### src/sv/assert_macros.svh
// Assertion helpers shared by the RTL.
`ifndef ASSERT_MACROS_SVH
`define ASSERT_MACROS_SVH

// Same-cycle implication, checked on clk, off while arst_n is low.
`define ASSERT_IMPLIES(lbl, ante, cons) \
	lbl: assert property (@(posedge clk) disable iff (!arst_n) (ante) |-> (cons)) \
		else $error("assertion failed");

// Next-cycle implication.
`define ASSERT_NEXT(lbl, ante, cons) \
	lbl: assert property (@(posedge clk) disable iff (!arst_n) (ante) |=> (cons)) \
		else $error("assertion failed");

`endif

### src/sv/nsp_ram.sv
`timescale 1ns / 1ps
// ---------------------------------------------------------------------------
// nsp_ram
// Generic single-port RAM with registered read.
// ---------------------------------------------------------------------------
module nsp_ram #(
	parameter int WIDTH = 8,
	parameter int DEPTH = 16
) (
	input  logic                     clk,
	input  logic                     we,
	input  logic [$clog2(DEPTH)-1:0] addr,
	input  logic [WIDTH-1:0]         wdata,
	output logic [WIDTH-1:0]         rdata
);
	logic [WIDTH-1:0] mem [DEPTH];
	logic [WIDTH-1:0] rdata_q;

	always_ff @(posedge clk) begin
		if (we) mem[addr] <= wdata;
		rdata_q <= mem[addr];
	end

	assign rdata = rdata_q;
endmodule

### config.mk
export PLATFORM = sky130hd
export DESIGN_NAME = nsp_ram
export DESIGN_NICKNAME = d
export VERILOG_FILES = /design/src/sv/assert_macros.svh /design/src/sv/nsp_ram.sv
export SDC_FILE = /design/constraint.sdc
export NUM_CORES = 1
export LEC_CHECK = 0
export BUFFER_PORTS_ARGS = -buffer_cell sky130_fd_sc_hd__buf_4
export CAP_MARGIN = 10
export CORE_ASPECT_RATIO = 0.75
export CORE_MARGIN = 8
export CORE_UTILIZATION = 35
export DETAILED_ROUTE_END_ITERATION = 7
export GPL_TIMING_DRIVEN = 0
export SLEW_MARGIN = 20
export SYNTH_ARGS = -nofsm -noshare
export SYNTH_HDL_FRONTEND = slang
export SYNTH_SLANG_ARGS = --single-unit
### constraint.sdc
create_clock -name clk -period 2.4 [get_ports clk]
set_clock_uncertainty 0.05 [all_clocks]
set_input_delay 0.24 -clock clk [delete_from_list [all_inputs] [get_ports clk]]
set_output_delay 0.24 -clock clk [all_outputs]
set_load 0.03 [all_outputs]
# Word level (Yosys, flattened, before mapping)
# Memories as Yosys holds them, arrays and structs flattened. A register that Yosys moved wholly into a read port is not among the register bits.
# Cells that the tools add are included.
# word_totals
register_bits	0
mem_count	1
ramBits	128
out_inout_bits	8
wordCells	3
inputBits	14
# classes
mux	2
# memory_table
name	words	width	read_ports	rd_ports_with_merged_regs	write_ports	line_no	text
mem	16	8	1	1	1	nsp_ram.sv:16	logic [WIDTH-1:0] mem [DEPTH];
# ops
operator	n
two-way mux 1 bit	2

# Depth between registers and ports, before layout
# depth
word_depth	2
mapped_depth	5

# Worst setup path after synthesis
# Ideal clock, no wire load.
# synth_path
path_kind	input port to flip-flop
from	input port addr[2]
to	memory mem[0][0] (enable)
stages	2
path_buffers	0
arrival_ns	1.350
path_slack_ns	0.617
t_required_ns	1.967
path_cell_list	or3b_2 nor3_1
# synth_lines
element	line_no	text
start, declared	nsp_ram.sv:12	input logic [$clog2(DEPTH)-1:0] addr,
end, declared	nsp_ram.sv:16	
# Straight into the memory's write port.

# Worst setup path after layout
# layout_path
from	input port addr[1]
to	memory mem[10][5] (enable)
# Straight into the memory's write port.

==> flow_summary.yaml <==
outcome:
  status: "finished clean"
critical_path:
  critPathArrivalTime_ns: 1.92
  critPathRequiredTime_ns: 2.38
  crit_chain: "buf_2, buf_1, nand2b_1, nor2_1"
  slowest_stage: "nor2_1"
  crit_path_end_kind: "flip-flop"
  startpoint: "addr[1]"
  path_max_fanout: 10
  critical_path_class: "input port to flip-flop"
  slowest_delay_ns: 0.71
  r2r_end: "rdata[2]"
  cp-start-kind: "input port"
  rr_startpoint: "mem[7][2]"
  cp_num_buf_inv: 2
  critPathTopFamily: "simple AND/OR/NAND/NOR gates"
  reg2reg_depth: 3
  reg2reg_slack_ns: 1.00
global_route:
  busiest_layer: "met2"
  grt_max_degree: 17
  antenna_found_initial: 0
  grt_pass1_vias: 2536
  grt_usage_pct: 11.9
  grtUsageMet3_pct: 3.85
  grt_pass1_wl_um: 15800
  use_met1_pct: 16.5
  overflow: 0
  grt_use_met2_pct: 17.5
sta:
  finalHoldViolations: 0
  tightest_slew_ns: 0.879
  fmax_ghz: 0.517
  slew_headroom_pct: 41.2
  maxSlewViolCount: 0
  setup_viol: 0
  min_period_ns: 1.93
  rsz0062_at_grt: "false"
  post-route-period-util_pct: 80.5
layout:
  multiInputGateArea_um2: 1020
  final_area_um2: 6050
  nets: 282
  final.fill_count: 1233
  synthToLayoutAreaGrowth_pct: 19.4
  drive_gt1_share_pct: 30.2
  fin_util_pct: 42.3
  antennaDiodeCount: 0
  seqCellArea_um2: 4000
routing:
  wire_per_inst_um: 21.4
  ant_nets: 0
  viasPerCell: 4.83
  drc: 0
  vias: 2325
  dr.pass1.iters: 4
  routed_wl_um: 10300
  drt_iter0_drc: 264
synth:
  synthArstFlopShare_pct: 0
  synth_ff_type: "edfxtp_1"
  yosysSeqAreaShare_pct: 79.0
  post_synth_num_cell_types: 18
  syn_inst: 230
  synth-seq-cells: 136
  synth_edf_count: 128
  synth_area_um2: 5070
  avgSynthCellArea_um2: 22.0
  synth_area_leaders: "edfxtp_1 (76%), mux4_2 (14%), dfxtp_1 (3.2%), a22oi_1 (2.4%), nor2_1 (0.96%)"
  synth_common_cells: "edfxtp_1 (128), mux4_2 (32), a22oi_1 (16)"
  synth_top_area_share_pct: 75.9
  ys_warn_count: 0
  synth_fp_nets: 244
  yosysTopAreaCell: "edfxtp_1"
  post-synth-top-count-cell: "edfxtp_1"
clock_tree:
  cts_setup_buffers: 0
  htreeDepth: 4
  cts_resized: 0
  numCtsBuffers: 17
  ctsRootBufferMaster: "clkbuf_16"
  cts_tree: "built"
  clkSlewWorstSetupHoldPaths_ns: 0.06
  cts_hold_buf: 0
  clkLatencyLatePin_ns: 0.41
  cts.sinks: 136
  clock_path_buffers: 2
pwr:
  p_leak_nw: 1.93
  combPwrFrac_pct: 5.4
  switching_share_pct: 20.3
  p_seq_share_pct: 48.5
  power_frac_clock_pct: 46.1
  fin_total_pwr_w: 0.00550
  power.density_nw_per_um2: 909
  switching_power_w: 0.00112
  p_int_w: 0.00439
  peakVddDrop_uv: 499
floorplanning:
  die_area_um2: 18600
  ios: 22
  fp.dieH_um: 120
  coreArea_um2: 14300
  rows: 38
  fp.dieW_um: 155
  floorplan.initialDensity_pct: 35.4
hold_path:
  min_to: "mem[4][6]"
  worstHoldStart: "wdata[6]"
  hold_class: "input port to flip-flop"
  worstHoldPathCells: 1
flow_run:
  maxCapViolations: 0
placement:
  dpl-instance-area_um2: 5480
  hpwl_um: 6610
  gp_congestion: 0.729
  io_buffers: 19
sequential cells by signal, indices dropped and copies added, names as in the netlist:
name / flops
rdata: 8
mem: 128
power groups by stage:
stage	Combinational (W)	Clock (W)	Sequential [W]
finish	0.000299	0.00253	0.00267
global route	0.000322	0.00266	0.00267
CTS	0.000305	0.00256	0.00267
detailed placement	0.000304	0	0.00272
global placement	0.000297	0	0.00272
floorplan	0.000137	0	0.00275
worst max path at each step:
stage	endpoint	slack, ns	cells past startpoint
floorplan	mem[0][0]	0.62	2
global route	mem[6][4]	0.30	4
finish	mem[10][5]	0.47	4
CTS	mem[14][0]	0.41	4
detailed placement	mem[14][0]	-0.01	4
global placement	mem[0][4]	0.008	3
routing by layer:
metal | part of all wire (%) | up-vias
li1 | - | 1042
met1 | 46 | 1215
met2 | 45 | 60
met3 | 7.0 | 8
met4 | 1.0 | 0
met5 | 0 | -
layout make-up:
type | instances | share of cell area, %
Buffer | 11 | 0.993
Clock buffer | 21 | 7.28
Clock inverter | 11 | 2.15
Multi-Input combinational cell | 83 | 16.9
Sequential cell | 136 | 66.2
Tap cell | 200 | 4.14
Timing Repair Buffer | 19 | 2.36
cells in the final DEF (no fill, tap or decap):
cell type and instances:
mux4_2 32, nor2_1 13, clkbuf_2 1, nand3b_1 2, nor2b_1 2, nor3_2 4
nand2_1 9, clkinvlp_4 2, and2_1 1, or3b_2 1, edfxtp_1 128, nand2b_1 2
buf_4 19, clkbuf_1 6, buf_1 4, clkinv_2 2, bufinv_16 3, a22oi_1 16
nand3_1 1, buf_2 2, clkbuf_16 17, dfxtp_1 8, clkinv_1 4, buf_6 2
worst reg2reg max path: stages (launching register included):
cell      delay [ns]
edfxtp_1        0.36
mux4_2          0.54
a22oi_1         0.22
nand2_1         0.11
cell families (layout without fill, tap and decap cells):
logic type,count (synthesis),after routing,synth area share [%]
simple gates,35,35,3.21
mux,32,32,14.2
buf+inv,11,62,1.19
flops,136,136,79.0
compound gates,16,16,2.37
through the flow:
stage | cells | hold slack, ns | setup TNS [ns] | worst slack [ns]
6_report | 481 | 0.108 | 0 | 0.467
5_1_grt | 481 | 0.127 | 0 | 0.299
3_3_place_gp | 449 | 0.522 | 0 | 0.00817
4_1_cts | 481 | 0.113 | 0 | 0.409
2_1_floorplan | 230 | 0.289 | 0 | 0.617
3_5_place_dp | 449 | 0.539 | -0.109 | -0.0140
Note: power is estimated with default switching activity, not from simulation.
