<file path="src/sv/assert_macros.svh">
// Assertion helpers shared by the RTL.
`ifndef ASSERT_MACROS_SVH
`define ASSERT_MACROS_SVH

// Same-cycle implication, checked on clk, off while arst_n is low.
`define ASSERT_IMPLIES(lbl, ante, cons) \
	lbl: assert property (@(posedge clk) disable iff (!arst_n) (ante) |-> (cons)) \
		else $error("assertion failed");

// Next-cycle implication.
`define ASSERT_NEXT(lbl, ante, cons) \
	lbl: assert property (@(posedge clk) disable iff (!arst_n) (ante) |=> (cons)) \
		else $error("assertion failed");

`endif

</file>
<file path="src/sv/nsp_div3.sv">
`timescale 1ns / 1ps
// ---------------------------------------------------------------------------
// nsp_div3
// Divide by three through a reciprocal multiply; quotient and done registered in the cycle after start.
// ---------------------------------------------------------------------------
module nsp_div3 (
	input  logic        clk,
	input  logic        arst_n,
	input  logic        start,
	input  logic [31:0] dividend,
	output logic        done,
	output logic [31:0] quotient
);
	// ceil(2^33 / 3): floor(x * RECIP3 / 2^33) == floor(x / 3) for any 32-bit x
	localparam logic [31:0] RECIP3 = 32'hAAAA_AAAB;

	logic [63:0] prod_q;
	logic        done_q;

	always_ff @(posedge clk or negedge arst_n) begin
		if (!arst_n) begin
			done_q <= 1'b0;
		end else begin
			done_q <= start;
		end
	end

	always_ff @(posedge clk) begin
		if (start) prod_q <= {32'b0, dividend} * {32'b0, RECIP3};
	end

	assign done     = done_q;
	assign quotient = {1'b0, prod_q[63:33]};
endmodule
</file>
<file path="config.mk">
export PLATFORM = sky130hd
export DESIGN_NAME = nsp_div3
export DESIGN_NICKNAME = d
export VERILOG_FILES = /design/src/sv/assert_macros.svh /design/src/sv/nsp_div3.sv
export SDC_FILE = /design/constraint.sdc
export NUM_CORES = 1
export LEC_CHECK = 0
export ABC_CLOCK_PERIOD_IN_PS = 800
export BUFFER_PORTS_ARGS = -buffer_cell sky130_fd_sc_hd__buf_4
export CORE_MARGIN = 1.5
export CORE_UTILIZATION = 40
export DETAILED_ROUTE_END_ITERATION = 8
export MAX_ROUTING_LAYER = met4
export PLACE_DENSITY_LB_ADDON = 0.05
export SKIP_LAST_GASP = 1
export SYNTH_ARGS = -nofsm -noshare
export SYNTH_HDL_FRONTEND = slang
export SYNTH_SLANG_ARGS = --single-unit
</file>
<file path="constraint.sdc">
create_clock -name clk -period 0.8 [get_ports clk]
set_clock_uncertainty 0.15 [all_clocks]
set_input_delay 0.08 -clock clk [delete_from_list [all_inputs] [get_ports clk]]
set_output_delay 0.08 -clock clk [all_outputs]
set_load 0.1 [all_outputs]
</file>
Yosys cells after proc, flatten, opt, wreduce, memory -nomap -nowiden:

Cells that the tools add are included.
W data, S select, Z words.

* register bits after elaboration: 65
* latch bits: 0
* bits in writable memories: 0
* ROM bits: 0
* logic and storage cells: 3
* memories: 0

* $add $sub $neg: 0
* multipliers: 1
* divide/modulo/power cells: 0
* $lt $le $gt $ge: 0
* eq/ne operators: 0
* shift operators: 0
* mux-type cells: 0
* bitwise logic cells: 0
* reduce and logical (&&, ||, !) cells: 0

Operators with widths (count)
* $mul A32 B32 Y64 const B: 1

Depth between registers and ports, before layout:

Gate-level depths: netlist of run 1.

* depth after elaboration: 1
* gate-level depth with buffers: 26
* mapped depth without buffers: 26

Worst setup path after synthesis of run 1:

OpenSTA, ideal clock, no wires.

* path type: in2reg
* start: input dividend[20]
* end: register prod_q[51], data pin
* setup time: 0.260 ns
* data arrival time: 6.181 ns
* setup slack: -5.791 ns
* stages on the path: 24
* buffers on the path: 0
* cells stage by stage: ha_1 inv_1 fa_1 inv_1 fa_1 inv_1 fa_1 inv_1 fa_1 fa_1 fa_1 inv_1 fa_1 inv_1 ha_1 nand2_1 or2_2 nor3_1 o21ai_0 nand3_1 a31oi_4 o311ai_4 a21boi_0 xnor2_1

* cells in the longest elaborated chain, start to end: 1

RTL lines
* from (decl): RTL line nsp_div3.sv:10 `input logic [31:0] dividend,`
* $mul A32 B32 Y64: RTL line nsp_div3.sv:29 `if (start) prod_q <= {32'b0, dividend} * {32'b0, RECIP3};`
* to (signal assigned): RTL line nsp_div3.sv:29
* to (decl): RTL line nsp_div3.sv:17 `logic [63:0] prod_q;`

Every way passes these cells.
A chain may end at the register's enable or synchronous reset.

Worst setup path after layout of run 1:

* start: input dividend[1]
* end: register prod_q[62], data pin

The elaborated chain is that of the path after synthesis.

==> impl_metrics.yaml, run 1 <==
outcome:
  status: "complete, but fails checks"
  violations: "negative hold slack, negative setup slack"
cts:
  numCtsBuffers: 5
  cts_tree: "yes"
  cts.sinks: 32
  h-tree-depth: 2
  cts_root_buf: "clkbuf_16"
  clock_path_buffers: 2
  clk_pin_slew_ns: 0.05
  cts_hold_buffers: 1
sta:
  slew_violations: 0
  fmax_mhz: 152.6
  tightest_slew_ns: 0.5847
  setup_ws_ns: -5.752
  period_needed_ns: 6.552
  finalHoldViolCount: 2
  fin_hold_ws_ns: -0.05972
  rsz0062_at_grt: "yes"
  post-route-period-util_pct: 819.0
  finalSetupViolations: 63
  max-slew-margin-rel_pct: 60.61
critical_path:
  critPathMaxFanout: 4
  required_ns: 0.81
  path_cells: "buf_4 -> ha_1 -> xor2_1 -> ha_1 -> inv_1 -> fa_1 -> inv_1 -> fa_2 -> fa_1 -> fa_1 -> fa_1 -> inv_1 -> fa_2 -> inv_1 -> ha_4 -> nand4_1 -> nor3_2 -> o22ai_2 -> o31ai_4 -> nor3_4 -> nor2_4 -> a21oi_4 -> or4b_1 -> nand3_1"
  cp-start-kind: "input port"
  critPathMaxStageDelay_ns: 0.58
  cpMaxStageDelayCell: "fa_2"
  worstSetupPathType: "in2reg"
  cp.arrival_ns: 6.56
  critPathCaptureType: "flop"
logic_synthesis:
  synth_flop_cell: "edfxtp_1"
  syn_nets: 2385
  synthMuxAreaShare_pct: 0
  ys_ff_latch: 32
  synthAdderAreaFrac_pct: 68.44
  synth_compound_area_share_pct: 7.195
  yosysSeqAreaShare_pct: 5.615
  yosysWarningCount: 0
  yosys.area.top_type: "fa_1"
  syn_inst: 1633
  synth-simple-area-share_pct: 4.740
  yosysTopAreaCellShare_pct: 41.98
  async_flop_share_pct: 3.125
  synth_enable_flop_cells: 31
  synth_area_leaders: "fa_1, ha_1, inv_1"
  syn_avg_cell_area_um2: 10.43
  ys_types: 67
  synth_xor_area_share_pct: 3.138
  synth_top_family_by_area: "adder cells"
  synthesis.area_um2: 17030
global_route:
  grt_start_max_net_pins: 19
  overflow: 0
  grt_pass1_vias: 14819
  grt_pass1_wl_um: 90250
  grt_use_total_pct: 29.03
  antenna_found_initial: 0
cells_and_area:
  layout_commonest_cell: "inv_1"
  most-common-layout-cells: "inv_1, buf_4, fa_1"
  fillCellCount: 3835
  finalNetCount: 2886
  antennaDiodeCount: 0
  syn_to_final_growth_pct: 37.01
  multi_input_area_um2: 15650
  seq_area_um2: 959.7
  drive_gt1_share_pct: 35.46
floorplanning:
  die_w_um: 209.3
  core_region_area_um2: 41950
  ioPinCount: 68
  dieArea_um2: 43810
  die_h_um: 209.3
  rows: 75
  start_util_pct: 40.59
route:
  totalWireLength_um: 57430
  wire_per_inst_um: 21.48
  drc: 0
  via_count: 12890
  first_pass_iters: 4
  ant_nets: 0
  vias_per_cell: 4.820
  drtIter0Drc: 459
place:
  dp_slack_ns: -6.476
  portBuffers: 66
  place_congestion: 0.9632
  dp_hpwl_um: 53090
worst_hold_path:
  worstHoldPathCells: 2
  holdPathEnd: "done"
  hold_start: "start"
  hp-class: "in2reg"
flow_run:
  drv_cap: 0
## kinds of logic (layout without fill, tap and decap cells)
family,after synthesis,count (layout)
AO/OA/AOI/OAI,175,175
XOR/XNOR,61,61
adder cells (fa/ha/maj),717,717
buffers and inverters,491,993
flip-flops,32,32
other,1,1
AND/OR/NAND/NOR,156,156
## how the worst max path moves through the flow
stage | to | slack [ns] | startpoint
2_1_floorplan | prod_q[42] | -5.39 | dividend[22]
3_3_place_gp | prod_q[62] | -6.46 | dividend[17]
3_5_place_dp | prod_q[62] | -6.48 | dividend[17]
4_1_cts | prod_q[52] | -5.77 | dividend[17]
5_1_grt | prod_q[62] | -5.92 | dividend[1]
6_report | prod_q[62] | -5.75 | dividend[1]
## worst max-delay path, delay by kind of cell
kind	cells	cell delay, ns
fa+ha+maj	9	4.06
simple gates	6	1.21
compound gates	3	0.61
buf+inv	5	0.41
xor+xnor	1	0.17
## what timing repair did
item / CTS / global route
endpoints found under the setup margin: 63 / 63
pin swaps: 105 / 108
gates resized for setup: 168 / 77
setup buffers: 28 / 20
endpoints found under the hold margin: 2 / 2
## per-layer routing
metal / wire length [µm] / global-route usage, %
met1: 24860 / 36.59
met3: 1235 / 1.586
met4: 1390 / 6.222
met2: 29950 / 51.68
met5: 0 / -
## synthesized netlist by cell type, drive strengths merged (3+ instances only)
cell and count:
xor2 34, xnor2 27, and3 8, fa 357
and2 14, o31ai 4, edfxtp 31, a211oi 5
a31oi 4, ha 360, nor3 7, nor2b 3
inv 487, nand3 9, or2 7, nand2b 11
a21boi 3, nor2 30, o21bai 9, o21a 3
o21ai 24, a221oi 5, nand4 10, nand2 44
o211ai 4, a21o 37, a21oi 55, o2111ai 3
or3 5
## cell type report
cell class	instances	area share, %
Multi-Input combinational cell	1110	67.09
Tap cell	539	2.891
Sequential cell	32	4.114
Clock inverter	2	0.1502
Timing Repair Buffer	498	17.37
Clock buffer	6	0.5525
Inverter	487	7.837
## sequential cells by signal, indices dropped and copies added, names as in the netlist
register,flops
done,1
prod_q,31
## per-stage QoR
stage	hold slack, ns	setup TNS (ns)	utilization (%)	cell area, µm²	instances
final	-0.05972	-181.67	55.61	23330	2674
after global routing	-0.06072	-187.89	55.61	23330	2674
after CTS	-0.07091	-182.71	54.57	22890	2661
after detailed placement	-0.2945	-192.45	52.04	21830	2632
after global placement	-0.2952	-192.24	52.04	21830	2632
after floorplan	-0.3656	-170.24	-	17640	1633
Power of run 1 is left out: the tool's default activity adds up to more than one toggle a clock period on the data nets, which glitch-free logic cannot reach.
==> run 2: changes to the inputs <==
--- a/config.mk
+++ b/config.mk
@@ -12,6 +12,7 @@
 export DETAILED_ROUTE_END_ITERATION = 8
 export MAX_ROUTING_LAYER = met4
 export PLACE_DENSITY_LB_ADDON = 0.05
+export RECOVER_POWER = 100
 export SKIP_LAST_GASP = 1
 export SYNTH_ARGS = -nofsm -noshare
 export SYNTH_HDL_FRONTEND = slang
==> run 2 against run 1 <==
Against the previous run:
- the run still ends with negative hold slack, negative setup slack left
- sequential cell count is the same
- utilization shrank 0.074 points
- critical path depth is the same
- first-iteration DRC count shrank 5.0%
==> impl_metrics.yaml, run 2 (synthesized netlist as in run 1, its figures left out) <==
outcome:
  status: "complete, but fails checks"
  violations: "negative hold slack, negative setup slack"
cells_and_area:
  finalNonFillerCells: 2674
  stdcell_area_um2: 23290
  largest_reg_flops: 31
  finish.utilization_pct: 55.53
  regMostFlops: "prod_q"
  fillCellCount: 3837
  layout_commonest_cell: "inv_1"
  antennaDiodeCount: 0
  syn_to_final_growth_pct: 36.83
  drive_gt1_share_pct: 35.41
  finalNetCount: 2886
  most-common-layout-cells: "inv_1, buf_4, fa_1"
sta:
  finalSetupViolations: 63
  period_needed_ns: 6.554
  rsz0062_at_grt: "yes"
  fin_hold_ws_ns: -0.02899
  fmax_mhz: 152.6
  max-slew-margin-rel_pct: 60.61
  setup_ws_ns: -5.754
  finalHoldViolCount: 1
  post-route-period-util_pct: 819.2
  slew_violations: 0
  tightest_slew_ns: 0.5847
cts:
  cts_tree: "yes"
  numCtsBuffers: 5
  clock_path_buffers: 2
  cts_hold_buffers: 1
  clk_pin_slew_ns: 0.05
  h-tree-depth: 2
  cts_root_buf: "clkbuf_16"
  cts.sinks: 32
place:
  place_congestion: 0.9632
  portBuffers: 66
  dp.cells: 2632
  placed_area_um2: 21830
  dp_hpwl_um: 53090
floorplanning:
  start_util_pct: 40.59
  die_h_um: 209.3
  rows: 75
  core_region_area_um2: 41950
  die_w_um: 209.3
  ioPinCount: 68
  dieArea_um2: 43810
global_route:
  overflow: 0
  antenna_found_initial: 0
  grt_start_max_net_pins: 19
  grt_use_total_pct: 29.03
  grt_pass1_vias: 14819
  grt_pass1_wl_um: 90250
route:
  totalWireLength_um: 57430
  first_pass_iters: 4
  wire_per_inst_um: 21.48
  vias_per_cell: 4.822
  drtIter0Drc: 436
  via_count: 12895
  drc: 0
  ant_nets: 0
critical_path:
  cp.arrival_ns: 6.56
  worstSetupPathType: "in2reg"
  critPathMaxFanout: 4
  required_ns: 0.81
  cp-start-kind: "input port"
  critPathCaptureType: "flop"
worst_hold_path:
  hp-class: "in2async"
flow_run:
  drv_cap: 0
[run 2: cell count changes in the layout (fill, tap and decap cells not counted)]
cell | before | now
buf_12 | 8 | 6
buf_4 | 437 | 435
clkbuf_4 | 0 | 2
clkbuf_1 | 1 | 2
clkbuf_2 | 0 | 1
[run 2: worst max-delay path by stage]
stage	slack [ns]	endpoint	depth (start not counted)	from
2_1_floorplan	-5.39	prod_q[42]	24	dividend[22]
3_3_place_gp	-6.46	prod_q[62]	24	dividend[17]
3_5_place_dp	-6.48	prod_q[62]	24	dividend[17]
4_1_cts	-5.77	prod_q[52]	24	dividend[17]
5_1_grt	-5.92	prod_q[62]	24	dividend[1]
6_report	-5.75	prod_q[62]	24	dividend[1]
[run 2: through the flow]
step | TNS (ns) | setup slack (ns) | hold WS (ns)
floorplan | -170.24 | -5.394 | -0.3656
global placement | -192.24 | -6.463 | -0.2952
detailed placement | -192.45 | -6.476 | -0.2945
CTS | -182.71 | -5.767 | -0.07091
global route | -187.89 | -5.924 | -0.02944
finish | -181.76 | -5.754 | -0.02899
[run 2: cell type report]
type                            count  area (µm²)  share of cell area, %
Clock buffer                        6       128.9                 0.5532
Clock inverter                      2       35.03                 0.1504
Inverter                          487        1828                  7.847
Multi-Input combinational cell   1110       15650                  67.18
Sequential cell                    32       959.7                  4.120
Tap cell                          539       674.4                  2.895
Timing Repair Buffer              498        4020                  17.26
[run 2: routing by layer]
layer | up-vias | wire length [µm] | GRT usage (%)
met4 | 0 | 1376 | 6.222
met1 | 6588 | 24910 | 36.59
met3 | 47 | 1170 | 1.586
li1 | 6107 | - | -
met2 | 153 | 29970 | 51.68
met5 | - | 0 | -
[run 2: what timing repair did]
item                                    4_1_cts  5_1_grt
setup buffers                                28       20
endpoints found under the hold margin         2        2
resized for setup                           168       77
pin swaps                                   105      108
endpoints found under the setup margin       63       63
[run 2: worst max-delay path, stage by stage]
cell	delay, ns
buf_4	0.14
ha_1	0.32
xor2_1	0.17
ha_1	0.33
inv_1	0.07
fa_1	0.50
inv_1	0.05
fa_2	0.57
fa_1	0.49
fa_1	0.47
fa_1	0.52
inv_1	0.06
fa_2	0.57
inv_1	0.08
ha_4	0.29
nand4_1	0.13
nor3_2	0.23
o22ai_2	0.12
o31ai_4	0.39
nor3_4	0.11
nor2_4	0.19
a21oi_4	0.10
or4b_1	0.47
nand3_1	0.08
Power of run 2 is left out for the same reason.
==> run 3: changes to the inputs <==
--- a/config.mk
+++ b/config.mk
@@ -10,8 +10,7 @@
 export CORE_MARGIN = 1.5
 export CORE_UTILIZATION = 40
 export DETAILED_ROUTE_END_ITERATION = 8
-export MAX_ROUTING_LAYER = met4
-export PLACE_DENSITY_LB_ADDON = 0.05
+export PLACE_DENSITY = 0.6
 export RECOVER_POWER = 100
 export SKIP_LAST_GASP = 1
 export SYNTH_ARGS = -nofsm -noshare
==> run 3 against run 2 <==
Against the previous run:
- the run still ends with negative hold slack, negative setup slack left
- cell area up 0.82%
- non-clock buffer count up 16
- die area unchanged
- critical path depth up 2
- global-route usage down 2.0 points
- worst hold slack better by 0.0072 ns
==> impl_metrics.yaml, run 3 (synthesized netlist as in run 1, its figures left out) <==
place:
  portBuffers: 66
  dp_hpwl_um: 50440
  place_congestion: 1.004
sta:
  fmax_mhz: 154.2
  post-route-period-util_pct: 810.6
  slew_violations: 0
  setup_ws_ns: -5.685
  rsz0062_at_grt: "yes"
  period_needed_ns: 6.485
  tightest_slew_ns: 0.5462
  finalHoldViolCount: 1
  finalSetupViolations: 63
  max-slew-margin-rel_pct: 63.52
  fin_hold_ws_ns: -0.02175
outcome:
  violations: "negative hold slack, negative setup slack"
  status: "complete, but fails checks"
critical_path:
  cp-start-kind: "input port"
  critPathMaxStageDelay_ns: 0.51
  worstSetupPathType: "in2reg"
  cp.arrival_ns: 6.37
  cp_common_cell: "fa_1"
  critPathMaxFanout: 4
  required_ns: 0.69
  cpMaxStageDelayCell: "fa_1"
  critPathCaptureType: "flop"
cts:
  cts.sinks: 32
  cts_tree: "yes"
  clock_path_buffers: 2
  numCtsBuffers: 5
  cts_root_buf: "clkbuf_16"
  h-tree-depth: 2
  clk_pin_slew_ns: 0.06
  cts_hold_buffers: 2
global_route:
  antenna_found_initial: 0
  overflow: 0
  grt_use_total_pct: 27.02
  grt_pass1_vias: 15172
  grt_start_max_net_pins: 23
  grt_pass1_wl_um: 87850
cells_and_area:
  fillCellCount: 3675
  antennaDiodeCount: 0
  seq_area_um2: 959.7
  finish.utilization_pct: 55.99
  finalNetCount: 2902
  largest_reg_flops: 31
  multi_input_area_um2: 15670
  syn_to_final_growth_pct: 37.95
  most-common-layout-cells: "inv_1, buf_4, fa_1"
  drive_gt1_share_pct: 35.84
  layout_commonest_cell: "inv_1"
  regMostFlops: "prod_q"
floorplanning:
  die_w_um: 209.3
  core_region_area_um2: 41950
  die_h_um: 209.3
  start_util_pct: 40.59
  ioPinCount: 68
  dieArea_um2: 43810
  rows: 75
route:
  totalWireLength_um: 55290
  vias_per_cell: 4.920
  drtIter0Drc: 622
  ant_nets: 0
  drc: 0
  wire_per_inst_um: 20.55
  first_pass_iters: 5
  via_count: 13235
worst_hold_path:
  hp-class: "in2async"
flow_run:
  drv_cap: 0
run 3: cell types whose count changed in the layout (fill, tap and decap cells not counted), sizes merged:
cell | previous run | this run
buf | 493 | 508
bufinv | 1 | 0
clkbuf | 10 | 12
clkinv | 1 | 0
dlygate4sd3 | 1 | 2
run 3: cell type report:
| cell class | instances | area share [%] |
|---|---|---|
| multi-input combinational | 1110 | 66.71 |
| timing repair buffer | 514 | 17.88 |
| clock buffer | 8 | 0.6659 |
| sequential | 32 | 4.086 |
| tap | 539 | 2.871 |
| inverter | 487 | 7.783 |
run 3: worst max path at each step:
| stage | startpoint | slack (ns) | end |
|---|---|---|---|
| after CTS | dividend[6] | -5.69 | prod_q[49] |
| final | dividend[6] | -5.68 | prod_q[49] |
| after global placement | dividend[21] | -6.25 | prod_q[62] |
| after detailed placement | dividend[17] | -6.29 | prod_q[62] |
| after global routing | dividend[6] | -5.88 | prod_q[62] |
| after floorplan | dividend[22] | -5.39 | prod_q[42] |
run 3: stage by stage:
stage	instances	hold slack (ns)	worst slack, ns	area (µm²)	TNS (ns)
6_report	2690	-0.02175	-5.685	23490	-179.72
5_1_grt	2690	-0.01152	-5.885	23490	-187.45
4_1_cts	2682	-0.03162	-5.688	23220	-180.09
3_5_place_dp	2647	-0.2933	-6.286	21910	-188.06
3_3_place_gp	2647	-0.2936	-6.247	21910	-187.42
2_1_floorplan	1633	-0.3656	-5.394	17640	-170.24
run 3: timing repair:
| action | in CTS | in global routing |
|---|---|---|
| pin swaps | 92 | 54 |
| hold endpoints to repair | 2 | 1 |
| gates resized for setup | 217 | 51 |
| gates cloned | 0 | 0 |
| setup buffers | 30 | 13 |
| setup endpoints to repair | 63 | 63 |
run 3: worst max-delay path, delay by kind of cell:
family | cells | cell delay (ns)
buffers and inverters | 7 | 0.57
and+or+nand+nor | 4 | 0.73
adders and majority gates | 9 | 3.61
AOI/OAI and AO/OA | 4 | 1.09
xor gates and xnor gates | 2 | 0.27
run 3: layer usage:
layer	GRT usage (%)	share of wire (%)
met1	36.04	43
met2	46.74	49
met3	2.649	4.8
met4	7.846	3.4
met5	0	0
Power of run 3 is left out for the same reason.
